[src/sv/vqfl_pkg.sv]
// Shared types and constants of the frame labeler.
`timescale 1ns / 1ps

package vqfl_pkg;

    // Fixed field widths of the stream and configuration beats.
    localparam int VALUE_W     = 16;
    localparam int UNIT_IDX_W  = 6;
    localparam int ELEM_IDX_W  = 7;
    localparam int IN_TDATA_W  = 32;
    localparam int IN_TUSER_W  = 3;
    localparam int CFG_IDX_W   = 2;
    localparam int CFG_DATA_W  = 8;

    // Bit positions inside s_tdata and s_tuser.
    localparam int UNIT_LSB    = 0;
    localparam int ELEM_LSB    = UNIT_LSB + UNIT_IDX_W;
    localparam int VALUE_LSB   = ELEM_LSB + ELEM_IDX_W;
    localparam int USER_CMD    = 0;
    localparam int USER_SILENT = 1;
    localparam int USER_CLIP   = 2;

    // Input command codes.
    localparam logic CMD_LOAD  = 1'b0;
    localparam logic CMD_FRAME = 1'b1;

    // Configuration register indexes.
    localparam logic [CFG_IDX_W-1:0] CFG_FEATURE_LEN   = 2'd0;
    localparam logic [CFG_IDX_W-1:0] CFG_UNIT_COUNT    = 2'd1;
    localparam logic [CFG_IDX_W-1:0] CFG_SMOOTH_ENABLE = 2'd2;

    localparam logic [7:0] FEATURE_LEN_RST = 8'd120;
    localparam logic [6:0] UNIT_COUNT_RST  = 7'd64;
    localparam logic       SMOOTH_RST      = 1'b1;

    // Element counter saturates here; at most 128 elements are summed,
    // so 128 * 65535^2 fits in 40 bits.
    localparam int          CNT_W   = 7;
    localparam logic [6:0]  CNT_MAX = 7'd127;
    localparam int          ACC_W   = 40;

    // Drain count at which the last accumulate write has landed.
    localparam logic [1:0]  DRAIN_LAST = 2'd2;

    typedef enum logic [2:0] {
        ST_IDLE,
        ST_DECIDE,
        ST_ACCUM,
        ST_DRAIN,
        ST_SCAN,
        ST_SCAN_WAIT,
        ST_EMIT_MID,
        ST_EMIT_LAST
    } state_t;

    typedef struct packed {
        logic accept;
        logic k_clear;
        logic k_step;
        logic acc_issue;
        logic scan_issue;
        logic frame_done;
        logic push_mid;
        logic push_last;
        logic label_update;
    } cmd_t;

    typedef struct packed {
        logic is_load;
        logic do_accum;
        logic is_last;
        logic clip_end;
        logic k_last;
        logic units_zero;
        logic fs_zero;
        logic fifo_full;
    } status_t;

endpackage

[src/sv/vqfl_ctrl.sv]
// Controller state machine that sequences accumulation, scan and label output.
`timescale 1ns / 1ps

module vqfl_ctrl (
    input  logic              clk,
    input  logic              rst_n,
    input  logic              s_tvalid,
    output logic              ready,
    output vqfl_pkg::cmd_t    cmd,
    input  vqfl_pkg::status_t status
);

    vqfl_pkg::state_t state_reg;
    vqfl_pkg::state_t state_next;
    logic [1:0]       drain_reg;
    logic [1:0]       drain_next;

    always_ff @(posedge clk or negedge rst_n)
    begin
        if (!rst_n)
        begin
            state_reg <= vqfl_pkg::ST_IDLE;
            drain_reg <= 2'd0;
        end
        else
        begin
            state_reg <= state_next;
            drain_reg <= drain_next;
        end
    end

    always_comb
    begin
        state_next = state_reg;
        cmd        = '0;
        ready      = 1'b0;
        drain_next = (state_reg == vqfl_pkg::ST_DRAIN) ? drain_reg + 2'd1 : 2'd0;
        unique case (state_reg)
            vqfl_pkg::ST_IDLE:
            begin
                ready = 1'b1;
                if (s_tvalid)
                begin
                    cmd.accept  = 1'b1;
                    cmd.k_clear = 1'b1;
                    state_next  = vqfl_pkg::ST_DECIDE;
                end
            end
            vqfl_pkg::ST_DECIDE:
            begin
                priority if (status.is_load)
                    state_next = vqfl_pkg::ST_IDLE;
                else if (status.do_accum)
                    state_next = vqfl_pkg::ST_ACCUM;
                else if (status.is_last)
                begin
                    cmd.k_clear = 1'b1;
                    state_next  = vqfl_pkg::ST_SCAN;
                end
                else
                    state_next = vqfl_pkg::ST_IDLE;
            end
            vqfl_pkg::ST_ACCUM:
            begin
                cmd.acc_issue = 1'b1;
                cmd.k_step    = 1'b1;
                if (status.k_last)
                    state_next = vqfl_pkg::ST_DRAIN;
            end
            vqfl_pkg::ST_DRAIN:
            begin
                if (drain_reg == vqfl_pkg::DRAIN_LAST)
                begin
                    if (status.is_last)
                    begin
                        cmd.k_clear = 1'b1;
                        state_next  = vqfl_pkg::ST_SCAN;
                    end
                    else
                        state_next = vqfl_pkg::ST_IDLE;
                end
            end
            vqfl_pkg::ST_SCAN:
            begin
                if (status.units_zero)
                    state_next = vqfl_pkg::ST_SCAN_WAIT;
                else
                begin
                    cmd.scan_issue = 1'b1;
                    cmd.k_step     = 1'b1;
                    if (status.k_last)
                        state_next = vqfl_pkg::ST_SCAN_WAIT;
                end
            end
            vqfl_pkg::ST_SCAN_WAIT:
            begin
                cmd.frame_done = 1'b1;
                state_next     = vqfl_pkg::ST_EMIT_MID;
            end
            vqfl_pkg::ST_EMIT_MID:
            begin
                // The first frame of a clip has no pending label yet.
                if (status.fs_zero)
                    state_next = vqfl_pkg::ST_EMIT_LAST;
                else if (!status.fifo_full)
                begin
                    cmd.push_mid = 1'b1;
                    state_next   = vqfl_pkg::ST_EMIT_LAST;
                end
            end
            vqfl_pkg::ST_EMIT_LAST:
            begin
                if (!status.clip_end)
                begin
                    cmd.label_update = 1'b1;
                    state_next       = vqfl_pkg::ST_IDLE;
                end
                else if (!status.fifo_full)
                begin
                    cmd.push_last    = 1'b1;
                    cmd.label_update = 1'b1;
                    state_next       = vqfl_pkg::ST_IDLE;
                end
            end
            default:
                state_next = vqfl_pkg::ST_IDLE;
        endcase
    end

endmodule

[config.mk]
export PLATFORM = sky130hd
export DESIGN_NAME = vqfl_ctrl
export DESIGN_NICKNAME = d
export VERILOG_FILES = /design/src/sv/vqfl_pkg.sv /design/src/sv/vqfl_ctrl.sv
export SDC_FILE = /design/constraint.sdc
export NUM_CORES = 1
export LEC_CHECK = 0
export BUFFER_PORTS_ARGS = -buffer_cell sky130_fd_sc_hd__buf_2
export CAP_MARGIN = 10
export CORE_AREA = 10 10 47 49
export DETAILED_ROUTE_END_ITERATION = 7
export DIE_AREA = 0 0 57 59
export GPL_ROUTABILITY_DRIVEN = 1
export PLACE_DENSITY = 0.53
export SLEW_MARGIN = 10
export SYNTH_ARGS = -nofsm -noshare
export SYNTH_HDL_FRONTEND = slang
export SYNTH_SLANG_ARGS = --single-unit
[constraint.sdc]
create_clock -name clk -period 2.25 [get_ports clk]
set_clock_uncertainty 0.2 [all_clocks]
set_input_delay 0.45 -clock clk [delete_from_list [all_inputs] [get_ports clk]]
set_output_delay 0.45 -clock clk [all_outputs]
set_load 0.02 [all_outputs]
==> reports/metrics.csv <==
metric;value;unit
status;complete, no violations;
Crit Path Category;flip-flop to output pin;
fraction of layout cells with a size suffix above 1;35.06;%
slowest stage delay, CP;0.45;ns
max FFs per register;3;
WL/cell;12.82;um
CTS root buf;clkbuf_4;
final hold slack;0.2236;ns
Hold Path Cell Cnt;1;
die area;0.003363;mm2
Max Clock Freq;472.6;MHz
number of global-route vias before repair;423;
Die H;59;um
Worst path depth;3;
clock insertion delay at the later pin of the skew report;0.24;ns
register area share after synthesis;31.65;%
setup bufs post-CTS;0;
IO Pins;21;
GRT Total Usage;7.000;%
Worst path top cell family by delay;flip-flops;
Synth Warn #;0;
layout net count;90;
dominant cells by area after synthesis;dfrtp_1, a21oi_1, nand3_1, nor3_1, o21ai_0;
n_diodes;0;
Tot Pwr;726.9;uW
max_cap viols;0;
fin cells;93;
unrepaired setup endpoints after global routing;false;
leak pwr;0.0002778;uW
Synth area leader;dfrtp_1;
Worst Path Arrival;1.47;ns
drt initial violations;12;
Post-Route WL;1192;um
Area Overhead vs Synth;42.41;%
CP required;1.60;ns
clock transition at the registers of the reported paths;0.05;ns
Max FO, Critical Path;8;
first-pass iteration count of the detailed router;6;
r2r worst-path depth;4;
CTS tree;built;
first-pass GRT wire length;1938;um
DPL Wire Length;955.8;um
Inserted Clock Buffers;3;
vias per std cell;4.935;
synthesized instance count;52;
syn_area_per_cell;7.603;um2
initial antenna violation count;0;
post-placement cell count;88;
CTS Hold Bufs;1;
peak supply drop;0.6778;mV
syn_nets;64;
crit path buf inv count;1;
H-tree levels;1;
largest net degree at the start of global routing;11;
final hold vios;0;
critical path startpoint category;flip-flop;
Initial Util;28.21;%
GPL Wtd Cong;0.7717;
total core area;0.001401;mm2
Final Setup Violations;0;
# port buffers;20;
Cell variety after synth;23;
P per Cell Area;1291;mW/mm2
post-route ant nets;0;
row count;14;
worst slew pin tran;0.3065;ns
clk sinks;5;
Max Buffers Root-to-Sink;2;
Via Count;459;
Netlist Area Pre-Place;395.4;um2
fin crit share;94.04;%
die width;57;um
post-layout min period;2.116;ns
CP max stage cell;dfrtp_1;
Synth Register Bits;5;
drt drc;0;
Setup TNS;0;ns
min-delay worst type;flip-flop to flip-flop;
Slew Viols, Final;0;
cells along the critical path;or3b_1 -> a21oi_1 -> buf_2;
relative slew slack;79.35;%
filler cell count;159;
grt ovf;0;
# resized after CTS;0;
top cell type's share of synthesized area;31.65;%
Worst setup EP type;output pin;
## synthesized netlist by cell type
cell type / n
nand4b_1: 1
clkbuf_1: 3
nand2b_1: 2
o32ai_1: 1
or3_1: 1
a311oi_1: 1
nor4_1: 1
nand3_1: 4
nor3b_1: 2
nand4_1: 1
ha_1: 1
or3b_1: 1
dfrtp_1: 5
nor3_1: 3
a21oi_1: 5
nand2_1: 4
a211oi_2: 1
o21ai_0: 3
o31ai_1: 2
and2_1: 1
mux2_1: 1
nor2_1: 4
inv_1: 4
## cell usage in the layout (no fill, tap or decap), drive strengths merged
cell / instances
nor3: 3
or3: 1
mux2: 1
dfrtp: 5
nand2: 4
nor2: 4
and2: 1
ha: 1
o32ai: 1
o21ai: 3
nand4: 1
dlygate4sd3: 1
a21oi: 5
nor4: 1
clkbuf: 4
buf: 23
nand4b: 1
inv: 4
nand2b: 2
a311oi: 1
a211oi: 1
nand3: 4
or3b: 1
o31ai: 2
nor3b: 2
## path summary, 6_finish.rpt
kind | startpoint | end | slack, ns
setup / recovery | state_reg[1] | cmd[6] | 0.13
hold / removal | drain_reg[0] | drain_reg[0] | 0.22
setup reg to reg | state_reg[1] | state_reg[2] | 0.37
hold reg to reg | drain_reg[0] | drain_reg[0] | 0.22
max in group asynchronous | rst_n | state_reg[0] | 1.36
min in group asynchronous | rst_n | state_reg[2] | 0.35
## worst reg2reg max path: cells and delay by family (launching register included)
| kind | cells | cell delay, ns |
|---|---|---|
| flip-flops | 1 | 0.45 |
| AND/OR/NAND/NOR | 1 | 0.45 |
| AO/OA/AOI/OAI | 2 | 0.35 |
| multiplexers | 1 | 0.32 |
## power breakdown
part           leakage [uW]  internal (uW)  switching, uW
clock network     0.0000150           67.0           36.8
logic              0.000199            175            267
registers         0.0000635            129           51.9
total              0.000278            371            356
## per-stage QoR
| stage | cell area [um2] | util [%] | worst slack, ns |
|---|---|---|---|
| 6_report | 563.0 | 40.18 | 0.1340 |
| 5_1_grt | 563.0 | 40.18 | 0.04099 |
| 4_1_cts | 563.0 | 40.18 | 0.1221 |
| 3_5_place_dp | 526.8 | 37.59 | 0.3208 |
| 3_3_place_gp | 526.8 | 37.59 | 0.3386 |
| 2_1_floorplan | 395.4 | - | 0.1112 |
## cells by family (layout without fill, tap and decap cells)
logic type                 after synthesis  count (layout)  synth area share [%]
AOI/OAI and AO/OA                       13              13                 21.52
adders and majority gates                1               1                 3.164
buffers and inverters                    7              32                 6.644
DFF                                      5               5                 31.65
muxes                                    1               1                 2.848
and+or+nand+nor                         25              25                 34.18
## layer usage
metal / share of wire [%] / track usage (%)
met1: 45 / 8.092
met2: 42 / 10.54
met3: 12 / 4.936
met4: 0.50 / 1.007
met5: 0 / 0
## final cells by class
cell class | count | area [um2] | share of cell area, %
multi-input combinational | 40 | 244.0 | 43.33
timing repair buffer | 24 | 132.6 | 23.56
sequential | 5 | 125.1 | 22.22
clock buffer | 4 | 26.28 | 4.667
tap | 16 | 20.02 | 3.556
inverter | 4 | 15.01 | 2.667
(Power assumes the default switching activity.)
